## config.mk

```make
export PLATFORM = sky130hd
export DESIGN_NAME = pti_phase
export DESIGN_NICKNAME = d
export VERILOG_FILES = /design/src/hw/rtl/planar_twist_integrator_macros.svh /design/src/hw/rtl/pti_pkg.sv /design/src/hw/rtl/pti_phase.sv
export SDC_FILE = /design/constraint.sdc
export NUM_CORES = 2
export LEC_CHECK = 0
export BUFFER_PORTS_ARGS = -buffer_cell sky130_fd_sc_hd__buf_2
export CAP_MARGIN = 40
export CORE_ASPECT_RATIO = 1.4
export CORE_MARGIN = 2
export CORE_UTILIZATION = 50
export DETAILED_ROUTE_END_ITERATION = 12
export MAX_ROUTING_LAYER = met4
export PLACE_DENSITY = 0.69
export SETUP_SLACK_MARGIN = 0.1
export SLEW_MARGIN = 0
export SYNTH_ARGS = -nofsm -noshare
export SYNTH_HDL_FRONTEND = slang
export SYNTH_SLANG_ARGS = --single-unit
export TNS_END_PERCENT = 1
```

## constraint.sdc

```tcl
create_clock -name clk_i -period 6.57 [get_ports clk_i]
set_input_delay 1.314 -clock clk_i [delete_from_list [all_inputs] [get_ports clk_i]]
set_output_delay 1.314 -clock clk_i [all_outputs]
set_load 0.02 [all_outputs]
```

## src/hw/rtl/planar_twist_integrator_macros.svh

```systemverilog
// assertion macros for the planar twist integrator
// needs clk_i and rst_ni in the scope of the module that uses them
`ifndef PLANAR_TWIST_INTEGRATOR_MACROS_SVH
`define PLANAR_TWIST_INTEGRATOR_MACROS_SVH

// same-cycle implication
`define PTI_ASSERT_IMPL(lbl, cond, prop) \
  lbl: assert property (@(posedge clk_i) disable iff (!rst_ni) (cond) |-> (prop)) \
    else $error("pti: implication check failed");

// implication after a fixed number of cycles
`define PTI_ASSERT_DELAY(lbl, cond, n, prop) \
  lbl: assert property (@(posedge clk_i) disable iff (!rst_ni) (cond) |-> ##(n) (prop)) \
    else $error("pti: delayed check failed");

`endif

```

## src/hw/rtl/pti_pkg.sv

```systemverilog
// shared constants, tables and stage payload types of the planar twist integrator
// no dependencies
`timescale 1ns / 1ps
`default_nettype none

package pti_pkg;

  localparam int FRAC_BITS    = 16;
  localparam int CORDIC_STEPS = 24;
  localparam int DIV_SHIFT    = 30 - FRAC_BITS;
  localparam int D_W          = 32 + DIV_SHIFT;
  localparam int Q_W          = 33;

  localparam logic signed [31:0] ONE_Q30     = 32'sd1073741824;
  localparam logic signed [33:0] ONE_X       = 34'sd1073741824;
  localparam logic signed [33:0] CORDIC_GAIN = 34'sd652032874;
  localparam logic [30:0]        HALF_PI_Q30 = 31'd1686629713;
  localparam logic [31:0]        INV_2PI_HI  = 32'h28BE60DB;
  localparam logic [31:0]        INV_2PI_LO  = 32'h9391054A;

  typedef struct packed {
    logic               zero;
    logic               flip;
    logic               w_neg;
    logic [31:0]        abs_w;
    logic signed [31:0] vx;
    logic signed [31:0] vy;
  } cordic_meta_t;

  typedef struct packed {
    logic               zero;
    logic               neg_x;
    logic               neg_y;
    logic signed [31:0] c;
    logic signed [31:0] s;
    logic signed [31:0] vx;
    logic signed [31:0] vy;
  } div_meta_t;

  // atan(2^-i) in q2.30
  function automatic logic signed [32:0] arc_of(input int i);
    logic signed [32:0] r;
    case (i)
      0: r = 33'sd843314857;
      1: r = 33'sd497837829;
      2: r = 33'sd263043837;
      3: r = 33'sd133525159;
      4: r = 33'sd67021687;
      5: r = 33'sd33543516;
      6: r = 33'sd16775851;
      7: r = 33'sd8388437;
      8: r = 33'sd4194283;
      9: r = 33'sd2097149;
      default: r = 33'(64'd1 << (30 - i));
    endcase
    return r;
  endfunction

endpackage

`default_nettype wire

```

## src/hw/rtl/pti_phase.sv

```systemverilog
// angle reduction: rate to turn fraction, quadrant fold and scaling to q2.30 radians
// depends on pti_pkg
`timescale 1ns / 1ps
`default_nettype none

module pti_phase (
  input  logic                  clk_i,
  input  logic                  rst_ni,
  input  logic                  valid_i,
  input  logic signed [31:0]    w_i,
  input  logic signed [31:0]    vx_i,
  input  logic signed [31:0]    vy_i,
  input  logic [15:0]           thr_i,
  output logic                  valid_o,
  output logic signed [32:0]    z_o,
  output pti_pkg::cordic_meta_t meta_o
);

  logic [4:0] vld_q;

  logic [31:0] w_u, abs_w;
  logic [63:0] hi_d, lo_d, hi_q, lo_q;
  pti_pkg::cordic_meta_t m1_d, m1_q, m2_q, m3_d, m3_q, m4_q, m5_q;

  logic [63:0] top;
  logic [31:0] ph_d, ph_q;

  logic signed [32:0] pe, pf, pf_neg;
  logic [30:0] ap_d, ap_q;
  logic pn_q, pn4_q;

  logic [61:0] prod_q, rnd;
  logic [32:0] zp;
  logic signed [32:0] z_d, z_q;

  always_comb begin
    w_u   = w_i;
    abs_w = w_u[31] ? (~w_u + 32'd1) : w_u;
    hi_d  = abs_w * pti_pkg::INV_2PI_HI;
    lo_d  = abs_w * pti_pkg::INV_2PI_LO;
    m1_d.zero  = ({16'd0, thr_i} >= abs_w);
    m1_d.flip  = 1'b0;
    m1_d.w_neg = w_u[31];
    m1_d.abs_w = abs_w;
    m1_d.vx    = vx_i;
    m1_d.vy    = vy_i;
  end

  // fractional turn, negated for a negative rate
  always_comb begin
    top  = hi_q + {32'd0, lo_q[63:32]};
    ph_d = top[pti_pkg::FRAC_BITS+31:pti_pkg::FRAC_BITS];
    if (m1_q.w_neg) begin
      ph_d = ~ph_d + 32'd1;
    end
  end

  // fold into [-quarter, quarter] turn
  always_comb begin
    pe   = {ph_q[31], ph_q};
    m3_d = m2_q;
    pf   = pe;
    if (pe > 33'sd1073741824) begin
      pf = pe - 33'sd2147483648;
      m3_d.flip = 1'b1;
    end else if (pe < -33'sd1073741824) begin
      pf = pe + 33'sd2147483648;
      m3_d.flip = 1'b1;
    end
    pf_neg = -pf;
    ap_d   = pf[32] ? pf_neg[30:0] : pf[30:0];
  end

  always_comb begin
    rnd = prod_q + (62'd1 << 29);
    zp  = {1'b0, rnd[61:30]};
    z_d = pn4_q ? $signed(~zp + 33'd1) : $signed(zp);
  end

  always_ff @(posedge clk_i or negedge rst_ni) begin
    if (!rst_ni) begin
      vld_q <= '0;
    end else begin
      vld_q <= {vld_q[3:0], valid_i};
    end
  end

  always_ff @(posedge clk_i) begin
    hi_q   <= hi_d;
    lo_q   <= lo_d;
    m1_q   <= m1_d;
    ph_q   <= ph_d;
    m2_q   <= m1_q;
    ap_q   <= ap_d;
    pn_q   <= pf[32];
    m3_q   <= m3_d;
    prod_q <= 62'(ap_q) * 62'(pti_pkg::HALF_PI_Q30);
    pn4_q  <= pn_q;
    m4_q   <= m3_q;
    z_q    <= z_d;
    m5_q   <= m4_q;
  end

  assign valid_o = vld_q[4];
  assign z_o     = z_q;
  assign meta_o  = m5_q;

endmodule

`default_nettype wire

```

After elaboration in Yosys (flattened, before gate mapping):

Index checks and enable logic that the tools add are counted.

* bits in registers: 769
* logic and storage cells: 62
* output and inout bits: 133
* input bits: 115

* multipliers: 3
* bitwise gates (word level): 3
* reductions and logical operators: 1
* multiplexer cells: 6
* $lt $le $gt $ge: 3
* add/subtract/negate cells: 8

Operators by type and width (number)
* $mux 32: 3
* $mux 33: 2
* $add 32x1->32 const B: 2
* $not 32->32: 2
* $mul 32x31->63 const B: 1
* $add 62x30->62 const B: 1
* $mul 31x31->62 const B: 1
* $add 48x32->48: 1
* $mul 32x30->48 const B: 1
* $add 32x33->33 const B: 1
* $add 33x1->33 const B: 1
* $not 32->33: 1
* $sub 32x33->33 const B: 1
* $ge 16x32->1: 1
* $gt 32x32->1 const B: 1
* $lt 32x31->1 const B: 1
* $mux 31: 1
* $neg 31->31: 1
* $reduce_or 2->1: 1

Logic depth before layout (Yosys ltp):

* word-level depth: 5
* gate-level depth with buffers: 36

Worst setup path before layout:

OpenSTA, ideal clock, no wires.

* kind: input -> register
* start point: input port w_i[1]
* end point: register lo_q[62]
* stages on the path: 33
* library setup time: 0.129 ns
* setup slack: -3.228 ns
* arrival time: 9.670 ns
* cells stage by stage: inv_1 > ha_1 > nand2_1 > or3_1 > nor2_1 > nand2_1 > or2_2 > o41a_1 > xor2_1 > ha_1 > ha_1 > ha_1 > inv_1 > fa_1 > inv_1 > fa_1 > fa_1 > fa_1 > inv_1 > fa_1 > inv_1 > ha_1 > a21o_1 > a21o_1 > a21oi_1 > o211ai_1 > o211a_1 > a31oi_1 > o21ai_0 > a211oi_1 > o21ai_0 > a41oi_1 > o41ai_1

* word-level cells in the longest chain between the ends: 4

Ends and longest elaborated chain
* from (decl): line pti_phase.sv:10 `input logic signed [31:0] w_i,`
* $not 32->32: line pti_phase.sv:38 `abs_w = w_u[31] ? (~w_u + 32'd1) : w_u;`
* $add 32x1->32: line pti_phase.sv:38
* $mux 32: line pti_phase.sv:38
* named net abs_w[20]: line pti_phase.sv:21 `logic [31:0] w_u, abs_w;`
* $mul 32x31->63: line pti_phase.sv:40 `lo_d = abs_w * pti_pkg::INV_2PI_LO;`
* named net lo_d[62]: line pti_phase.sv:22 `logic [63:0] hi_d, lo_d, hi_q, lo_q;`
* to (signal assigned): line pti_phase.sv:90 `lo_q <= lo_d;`
* to (decl): line pti_phase.sv:22

The timed path passes the listed nets, and every way through them passes these cells.
A chain may end at the register's enable or synchronous reset.

Worst setup path after layout:

* start point: input port w_i[4]
* end point: register hi_q[47]

* word-level cells in the longest chain between the ends: 4

Ends and longest elaborated chain
* $not 32->32: line pti_phase.sv:38
* $add 32x1->32: line pti_phase.sv:38
* $mux 32: line pti_phase.sv:38
* named net abs_w[29]: line pti_phase.sv:21
* $mul 32x30->48: line pti_phase.sv:39 `hi_d = abs_w * pti_pkg::INV_2PI_HI;`
* named net hi_d[47]: line pti_phase.sv:22
* to (signal assigned): line pti_phase.sv:89 `hi_q <= hi_d;`
* to (decl): line pti_phase.sv:22

The timed path passes the listed nets, and every way through them passes these cells.

==> results_dict.tcl <==
set metrics [dict create \
    final_nets 8944 \
    final.fill_count 9748 \
    seq_area_frac_synth_pct 23.22 \
    min_from "m1_q[1]" \
    dp_slack_ps -3534 \
    layout-drive-gt1-share_pct 23.41 \
    crit_path_start_kind "primary input" \
    via_per_inst 5.011 \
    postRouteAntennaNets 0 \
    post-route-period-util_pct 134.9 \
    outcome "complete, but fails checks" \
    reg2reg_slack_ps -360 \
    worstPathRequired_ps 7130 \
    regArea_um2 14220 \
    postSynthCellCount 5604 \
    yosysWarningCount 0 \
    setup_ws_ps -2291 \
    rsz0062_at_grt "true" \
    fp.coreArea_um2 121100 \
    vias 42530 \
    async_flop_share_pct 0.7062 \
    drt-pass1-iter-count 7 \
    die_x_um 299.6 \
    syn_avg_cell_area_um2 10.91 \
    drc 0 \
    hold_depth 0 \
    rows 151 \
    avgRoutedWirePerCell_um 19.92 \
    worstReg2RegEnd "prod_q[54]" \
    port_buffers 247 \
    endpoint_kind "register" \
    die_h_um 417.8 \
    holdCritPathClass "register to register" \
    synth_edf_count 0 \
    synth_area_um2 61160 \
    reg2reg_depth 27 \
    groute.usage.overall_pct 28.39 \
    path_clk_slew_ps 60 \
    cpMostUsedCell "fa_1" \
    maxSlewViolCount 0 \
    overflow 0 \
    max_slew_margin_pct 43.75 \
    drv_cap 0 \
    die-area_um2 125200 \
    grt_pass1_wl_mm 260.0 \
    drt_iter0_drc 1639 \
    grt_pass1_vias 47150 \
    synth_nets 7722 \
    critPathMaxFanout 4 \
    clockRootBuffer "clkbuf_16" \
    worst_slew_pin_slew_ps 838.0 \
    fin_skew_ps 52.71 \
    initial_core_util_pct 50.50 \
    tritoncts "built" \
    worstSkewPairLatency_ps 690 \
    synth_cell_types 96 \
    fin_tns_setup_ps -119080 \
    yosys_register_bits 708 \
    io_pins 248 \
    ys.flop_type "dfxtp_1" \
    cts_buffer_depth 3 \
    max_freq_mhz 112.9 \
    period_needed_ps 8861 \
    critical_path_class "primary input to register" \
    cts_sinks 708 \
    numCtsBuffers 70 \
    syn_to_final_growth_pct 24.09 \
    critical-path-max-stage-delay_ps 540 \
    setup_violations 79 \
    whs_endpoint "m2_q[1]" \
    wl_mm 169.1 \
    crit_arrival_ps 9420 \
    violations "negative setup slack" \
    crit_slowest_cell "fa_1" \
    gp_congestion 1.032 \
    grt_max_degree 40 \
    rr_startpoint "ap_q[14]" \
    antenna_found_initial 7 \
    multi_input_area_um2 43310 \
    ctsHtreeMaxLevel 3 \
    finalHoldViolCount 0 \
    dp_hpwl_mm 147.6 \
    hold_buffers 0 \
]
[timing repair]
| item | 4_1_cts | 5_1_grt |
|---|---|---|
| endpoints found under the setup margin | 99 | 98 |
| pin swaps | 158 | 55 |
| setup buffers | 29 | 2 |
| gates resized for setup | 242 | 80 |
[registers in the layout, summed over array words and instances (netlist names)]
name,flops
m3_q,99
m4_q,99
meta_o,99
m1_q,98
m2_q,98
hi_q,47
prod_q,33
z_o,33
lo_q,32
ph_q,32
ap_q,31
vld_q,5
pn4_q,1
pn_q,1
[Yosys cell counts, types with 24 or more instances]
cell type / count / area [um^2]
xnor2_1: 197 / 1725
xor2_1: 95 / 832.1
fa_1: 932 / 18660
nand2b_1: 28 / 175.2
nor3_1: 38 / 190.2
dfxtp_1: 703 / 14070
nor2_1: 114 / 427.9
nand4_1: 42 / 262.8
o21a_1: 26 / 195.2
a31oi_1: 26 / 162.7
o21ai_0: 122 / 610.6
and3_1: 29 / 181.4
nand2_1: 149 / 559.3
ha_1: 1071 / 13400
nand3_1: 57 / 285.3
a21oi_1: 163 / 815.8
inv_1: 1391 / 5221
clkbuf_1: 24 / 90.09
a21o_1: 80 / 600.6
[cells by family (layout without fill, tap and decap cells)]
kind of cell	count (synthesis)	count (layout)	synth area share (%)
and+or+nand+nor	581	581	4.963
adders and majority gates	2003	2003	52.42
DFF	708	708	23.22
AOI/OAI and AO/OA	582	582	6.256
muxes	8	8	0.1330
buffers and inverters	1430	2703	8.828
xor gates and xnor gates	292	292	4.182
other	0	4	0
[how the worst max path moves through the flow]
stage,end,slack [ps],start
after floorplan,hi_q[47],-2510,w_i[0]
after global placement,lo_q[57],-3480,w_i[0]
after detailed placement,lo_q[57],-3530,w_i[0]
after CTS,hi_q[47],-2190,w_i[4]
after global routing,hi_q[47],-2550,w_i[1]
final,hi_q[47],-2290,w_i[4]
[metrics by stage]
step | util [%] | instances | hold WS, ps | cell area [um^2]
after global routing | 62.66 | 8486 | 303.6 | 75890
final | 62.66 | 8487 | 298.7 | 75890
after detailed placement | 59.21 | 8329 | 312.1 | 71710
after floorplan | - | 5604 | 309.6 | 61560
after global placement | 59.21 | 8329 | 309.5 | 71710
after CTS | 62.35 | 8481 | 297.5 | 75510
[layout make-up]
class / count / share of cell area (%)
Multi-Input combinational cell: 3466 / 57.08
Sequential cell: 708 / 18.74
Timing Repair Buffer: 1186 / 11.44
Inverter: 1394 / 6.911
Tap cell: 1606 / 2.648
Clock buffer: 87 / 2.524
Clock inverter: 36 / 0.6463
Antenna cell: 4 / 0.01319
[cells in the final DEF, fill, tap and decap left out, drive strengths merged, types with 13 or more instances in the layout]
cell,n
xor2,95
nand2,149
o21ai,128
a21o,80
nor4,13
xnor2,197
nand3,57
and4,14
nor2,114
clkbuf,87
o21a,26
nor2b,22
clkinv,22
and2,14
dfxtp,703
nand4,42
or2,13
a21oi,166
or4,14
nand2b,28
buf,1186
o31ai,18
or3,15
ha,1071
o21bai,18
inv,1395
fa,932
a31oi,26
and3,30
nor3,39
a211oi,21
[layer usage]
layer  share of wire [%]  track usage [%]  routed length [um]
met3                 3.3            3.116                5567
met4                 8.9            20.69               15070
met2                  53            51.78               89570
met5                   0                -                   0
met1                  35            27.76               58860
[worst max-delay path: cells and delay by family]
family | cells | cell delay (ps)
AOI/OAI and AO/OA | 9 | 1430
xor gates and xnor gates | 2 | 220
adders and majority gates | 9 | 3750
buffers and inverters | 9 | 690
and+or+nand+nor | 9 | 2000
Power is left out: the tool's default activity adds up to more than one toggle a clock period on the data nets, which glitch-free logic cannot reach.
